--- src/hkd_pkg.sv ---
// shared types and constants for the hkdf-sha256 scalar derivation block
// sha-256 round constants, initial hash, group order, salt, state encoding
// no dependencies
package hkd_pkg;

	typedef enum logic [2:0] {
		ST_IDLE,
		ST_HASH,
		ST_WAIT,
		ST_RED,
		ST_OUT,
		ST_ERR
	} state_t;

	typedef logic [255:0] word256_t;
	typedef logic [511:0] block_t;

	localparam logic [1:0] STAT_OK     = 2'd0;
	localparam logic [1:0] STAT_SIGNER = 2'd1;
	localparam logic [1:0] STAT_LIMIT  = 2'd2;

	localparam logic [1:0] REG_SEED0 = 2'd0;
	localparam logic [1:0] REG_SEED1 = 2'd1;
	localparam logic [1:0] REG_SEED2 = 2'd2;
	localparam logic [1:0] REG_SEED3 = 2'd3;

	// compression sequence: prk over steps 0..3, one counter over steps 4..11
	localparam logic [3:0] STEP_SEED  = 4'd1;
	localparam logic [3:0] STEP_PRK   = 4'd3;
	localparam logic [3:0] STEP_CTR0  = 4'd4;
	localparam logic [3:0] STEP_INFO  = 4'd5;
	localparam logic [3:0] STEP_T1    = 4'd7;
	localparam logic [3:0] STEP_T2IN  = 4'd9;
	localparam logic [3:0] STEP_T2    = 4'd11;

	localparam logic [63:0] LEN_OUTER = 64'd768;
	localparam logic [63:0] LEN_INFO  = 64'd616;
	localparam logic [63:0] LEN_T2IN  = 64'd872;

	localparam logic [143:0] SALT = 144'h6367676d7032312d7072657369676e2d7631;

	localparam word256_t ORDER_N =
		256'hFFFFFFFFFFFFFFFFFFFFFFFFFFFFFFFEBAAEDCE6AF48A03BBFD25E8CD0364141;

	localparam word256_t SHA_IV =
		256'h6a09e667bb67ae853c6ef372a54ff53a510e527f9b05688c1f83d9ab5be0cd19;

	localparam logic [31:0] SHA_K [64] = '{
		32'h428a2f98, 32'h71374491, 32'hb5c0fbcf, 32'he9b5dba5,
		32'h3956c25b, 32'h59f111f1, 32'h923f82a4, 32'hab1c5ed5,
		32'hd807aa98, 32'h12835b01, 32'h243185be, 32'h550c7dc3,
		32'h72be5d74, 32'h80deb1fe, 32'h9bdc06a7, 32'hc19bf174,
		32'he49b69c1, 32'hefbe4786, 32'h0fc19dc6, 32'h240ca1cc,
		32'h2de92c6f, 32'h4a7484aa, 32'h5cb0a9dc, 32'h76f988da,
		32'h983e5152, 32'ha831c66d, 32'hb00327c8, 32'hbf597fc7,
		32'hc6e00bf3, 32'hd5a79147, 32'h06ca6351, 32'h14292967,
		32'h27b70a85, 32'h2e1b2138, 32'h4d2c6dfc, 32'h53380d13,
		32'h650a7354, 32'h766a0abb, 32'h81c2c92e, 32'h92722c85,
		32'ha2bfe8a1, 32'ha81a664b, 32'hc24b8b70, 32'hc76c51a3,
		32'hd192e819, 32'hd6990624, 32'hf40e3585, 32'h106aa070,
		32'h19a4c116, 32'h1e376c08, 32'h2748774c, 32'h34b0bcb5,
		32'h391c0cb3, 32'h4ed8aa4a, 32'h5b9cca4f, 32'h682e6ff3,
		32'h748f82ee, 32'h78a5636f, 32'h84c87814, 32'h8cc70208,
		32'h90befffa, 32'ha4506ceb, 32'hbef9a3f7, 32'hc67178f2
	};

	function automatic logic [31:0] bswap32(input logic [31:0] x);
		return {x[7:0], x[15:8], x[23:16], x[31:24]};
	endfunction

endpackage

--- src/hkd_sha_core.sv ---
// iterative sha-256 compression unit, one round per cycle
// depends on hkd_pkg (round constants, types)
module hkd_sha_core (
	input  logic              clk,
	input  logic              arst_n,
	input  logic              start,
	input  hkd_pkg::word256_t h_in,
	input  hkd_pkg::block_t   blk,
	output logic              done,
	output hkd_pkg::word256_t digest
);

	logic [31:0] w_q [16];
	logic [31:0] a_q, b_q, c_q, d_q, e_q, f_q, g_q, h_q;
	hkd_pkg::word256_t hin_q;
	logic [5:0] rnd_q;
	logic run_q;
	logic fin_q;

	logic [31:0] s0, s1, w_new, sig1, ch, sig0, maj, t1, t2;

	always_comb begin
		s0 = {w_q[1][6:0], w_q[1][31:7]} ^ {w_q[1][17:0], w_q[1][31:18]} ^ (w_q[1] >> 3);
		s1 = {w_q[14][16:0], w_q[14][31:17]} ^ {w_q[14][18:0], w_q[14][31:19]}
			^ (w_q[14] >> 10);
		w_new = w_q[0] + s0 + w_q[9] + s1;
		sig1 = {e_q[5:0], e_q[31:6]} ^ {e_q[10:0], e_q[31:11]} ^ {e_q[24:0], e_q[31:25]};
		ch = (e_q & f_q) ^ (~e_q & g_q);
		sig0 = {a_q[1:0], a_q[31:2]} ^ {a_q[12:0], a_q[31:13]} ^ {a_q[21:0], a_q[31:22]};
		maj = (a_q & b_q) ^ (a_q & c_q) ^ (b_q & c_q);
		t1 = h_q + sig1 + ch + hkd_pkg::SHA_K[rnd_q] + w_q[0];
		t2 = sig0 + maj;
	end

	always_ff @(posedge clk or negedge arst_n) begin
		if (!arst_n) begin
			run_q <= 1'b0;
			fin_q <= 1'b0;
			rnd_q <= '0;
		end else begin
			fin_q <= run_q && (rnd_q == 6'd63);
			if (start) begin
				run_q <= 1'b1;
				rnd_q <= '0;
			end else if (run_q) begin
				rnd_q <= rnd_q + 6'd1;
				if (rnd_q == 6'd63) begin
					run_q <= 1'b0;
				end
			end
		end
	end

	always_ff @(posedge clk) begin
		if (start) begin
			hin_q <= h_in;
			{a_q, b_q, c_q, d_q, e_q, f_q, g_q, h_q} <= h_in;
			for (int i = 0; i < 16; i++) begin
				w_q[i] <= blk[511 - 32*i -: 32];
			end
		end else if (run_q) begin
			for (int i = 0; i < 15; i++) begin
				w_q[i] <= w_q[i+1];
			end
			w_q[15] <= w_new;
			h_q <= g_q;
			g_q <= f_q;
			f_q <= e_q;
			e_q <= d_q + t1;
			d_q <= c_q;
			c_q <= b_q;
			b_q <= a_q;
			a_q <= t1 + t2;
		end
	end

	assign done = fin_q;
	assign digest = {
		hin_q[255:224] + a_q, hin_q[223:192] + b_q, hin_q[191:160] + c_q,
		hin_q[159:128] + d_q, hin_q[127:96] + e_q, hin_q[95:64] + f_q,
		hin_q[63:32] + g_q, hin_q[31:0] + h_q
	};

endmodule

--- config.mk ---
export PLATFORM = sky130hd
export DESIGN_NAME = hkd_sha_core
export DESIGN_NICKNAME = d
export VERILOG_FILES = /design/src/hkd_pkg.sv /design/src/hkd_sha_core.sv
export SDC_FILE = /design/constraint.sdc
export NUM_CORES = 2
export LEC_CHECK = 0
export BUFFER_PORTS_ARGS = -buffer_cell sky130_fd_sc_hd__buf_2
export CELL_PAD_IN_SITES_DETAIL_PLACEMENT = 1
export CELL_PAD_IN_SITES_GLOBAL_PLACEMENT = 1
export CORE_AREA = 3 3 404 406
export CTS_CLUSTER_DIAMETER = 30
export DETAILED_ROUTE_END_ITERATION = 8
export DIE_AREA = 0 0 407 409
export PLACE_DENSITY = 0.75
export REMOVE_ABC_BUFFERS = 1
export SKIP_LAST_GASP = 1
export SLEW_MARGIN = 20
export SYNTH_ARGS = -nofsm -noshare
export SYNTH_HDL_FRONTEND = slang
export SYNTH_SLANG_ARGS = --single-unit
--- constraint.sdc ---
create_clock -name clk -period 26.3 [get_ports clk]
set_input_delay 2.63 -clock clk [delete_from_list [all_inputs] [get_ports clk]]
set_output_delay 2.63 -clock clk [all_outputs]
set_load 0.01 [all_outputs]
==> impl_metrics.json <==
{
  "clkSinkCount": 1032,
  "netlist_area_mm2": 0.0677,
  "synth_edf_count": 1024,
  "avgViaCountPerCell": 5.80,
  "finalSetupViolCount": 0,
  "setup_tns_ps": 0,
  "critPathTopFamily": "compound AO/OA/AOI/OAI gates",
  "rsz0062_at_grt": "no",
  "dp_hpwl_um": 218000,
  "num_rows": 147,
  "synth_top_flop_cell": "edfxtp_1",
  "worst_slack_ps": 16630,
  "overflow": 0,
  "clk_path_buf_depth": 4,
  "synth_seq_cells": 1032,
  "cp_num_buf_inv": 5,
  "routed_wl_um": 288000,
  "hp-class": "register to register",
  "finalHoldViolations": 0,
  "io_pins": 1028,
  "status": "finished clean",
  "drt_iter0_markers": 5187,
  "yosysWarnings": 0,
  "synthCells": 5695,
  "yosysUniqueCellTypes": 89,
  "worst_slew_pin_slew_ps": 1140,
  "drc_errors": 0,
  "grt_usage_pct": 33.6,
  "wl_per_cell_um": 30.9,
  "clkTransAtPathRegs_ps": 50,
  "dp_slack_ps": 16740,
  "layout.cells.non_filler": 9320,
  "cts_setup_buffers": 0,
  "holdWs_ps": 497,
  "grt_max_degree": 166,
  "startpoint_type": "register",
  "synth_area_per_cell_um2": 11.9,
  "drt_pass1_iterations": 8,
  "coreArea_mm2": 0.160,
  "cts_root_buf": "clkbuf_16",
  "die_y_um": 409,
  "yosysSeqAreaShare_pct": 45.7,
  "fin_skew_ps": 78.7,
  "slowest_stage": "buf_4",
  "place_congestion": 0.975,
  "ant_nets": 0,
  "crit_type": "register to register",
  "clock.fmax_ghz": 0.103,
  "arrival_ps": 10320,
  "grt_first_pass_wirelength_um": 403000,
  "cap_violations": 0,
  "initial_utilization_pct": 42.3,
  "drive_gt1_share_pct": 32.1,
  "final_nets": 8201,
  "antenna_found_initial": 126,
  "cts_tree": "yes",
  "worst-path-max-fanout": 72,
  "cp_common_cell": "a21oi_1",
  "required_ps": 26950,
  "insertion_delay_ps": 940,
  "final_cell_mix": "buf_2, edfxtp_1, mux2_2",
  "setup.worst_path.end_class": "register",
  "maxSlewViolCount": 0,
  "syn_to_final_growth_pct": 25.8,
  "port_buffers": 1027,
  "layout_min_cycle_time_ps": 9670,
  "grt_pass1_vias": 57519,
  "dieArea_mm2": 0.166,
  "fin_crit_sh_pct": 36.8,
  "cts-resized-gates": 0,
  "cpPeakStageDelay_ps": 700,
  "maxSlewHeadroom_pct": 23.8,
  "cts_made_buffers": 304,
  "h-tree-depth": 5,
  "die-width_um": 407,
  "vias": 54077,
  "placed_cells": 8698,
  "ctsHoldBuffers": 0,
  "synthArstFlopShare_pct": 0.775,
  "layout_commonest_cell": "buf_2"
}
## cell usage after synthesis (41+ instances only)
cell / number / share of area [%]
nand2_1: 295 / 1.6
ha_1: 390 / 7.2
nor2_1: 253 / 1.4
and3_1: 44 / 0.41
a211oi_1: 42 / 0.47
nor2b_1: 61 / 0.56
nand3_1: 74 / 0.55
xnor2_1: 439 / 5.7
inv_1: 271 / 1.5
a31oi_1: 41 / 0.38
o21ai_0: 302 / 2.2
a21o_1: 154 / 1.7
o21a_1: 63 / 0.70
mux2_2: 699 / 12
xor2_1: 139 / 1.8
nand2b_1: 70 / 0.65
a21oi_1: 355 / 2.6
clkbuf_1: 219 / 1.2
o21ai_1: 43 / 0.32
edfxtp_1: 1024 / 45
fa_1: 195 / 5.8
nor3_1: 65 / 0.48
## metal layers
| metal | part of all wire, % | track usage (%) | vias to the layer above | wire length [µm] |
|---|---|---|---|---|
| li1 | - | - | 23558 | - |
| met1 | 41 | 43.6 | 27420 | 118000 |
| met5 | 0.060 | 0 | - | 173 |
| met2 | 47 | 53.3 | 2426 | 134000 |
| met3 | 7.6 | 6.98 | 649 | 21800 |
| met4 | 4.9 | 16.5 | 24 | 14000 |
## cell families (layout without fill, tap and decap cells)
logic type,after synthesis,in the layout,synth area share (%)
AO/OA/AOI/OAI,1273,1273,11.9
XOR/XNOR,578,578,7.47
adder cells (fa/ha/maj),608,608,13.3
buffers and inverters,512,1875,2.84
flip-flops,1032,1032,45.7
multiplexers,716,716,12.0
other,0,102,0
AND/OR/NAND/NOR,976,976,6.79
## flip-flops by register name, indices dropped and copies added (netlist names)
register	cells
b_q	32
g_q	32
f_q	32
a_q	32
h_q	32
rnd_q	6
run_q	1
w_q	512
d_q	32
e_q	32
c_q	32
done	1
hin_q	256
## per-stage QoR
step | area, µm² | utilization (%)
finish | 85200 | 53.2
global route | 85100 | 53.1
CTS | 84900 | 53.0
detailed placement | 75200 | 46.9
global placement | 75200 | 46.9
floorplan | 66800 | -
## path summary, 6_finish.rpt
path	slack (ps)	cells after the start	endpoint	from
hold reg to reg	500	1	w_q[1][114]$_DFFE_PP_	w_q[1][146]$_DFFE_PP_
max in group asynchronous	24390	1	rnd_q[3]$_DFFE_PN0P_	arst_n
setup / recovery	16630	35	a_q[31]$_DFFE_PP_	rnd_q[2]$_DFFE_PN0P_
min in group asynchronous	1630	1	run_q$_DFF_PN0_	arst_n
hold / removal	500	1	w_q[1][114]$_DFFE_PP_	w_q[1][146]$_DFFE_PP_
setup reg to reg	16630	35	a_q[31]$_DFFE_PP_	rnd_q[2]$_DFFE_PN0P_
## final cells by class
cell class	instances	area [µm²]
clock inverters	176	1900
fillers	16767	75000
flip-flops and latches	1032	31000
multi-input cells	4151	34900
repair buffers	1084	5630
diodes	102	255
clock buffers	343	7860
well taps	2160	2700
inverters	272	1020
Power is left out: the tool's default activity adds up to more than one toggle a clock period on the data nets, which glitch-free logic cannot reach.
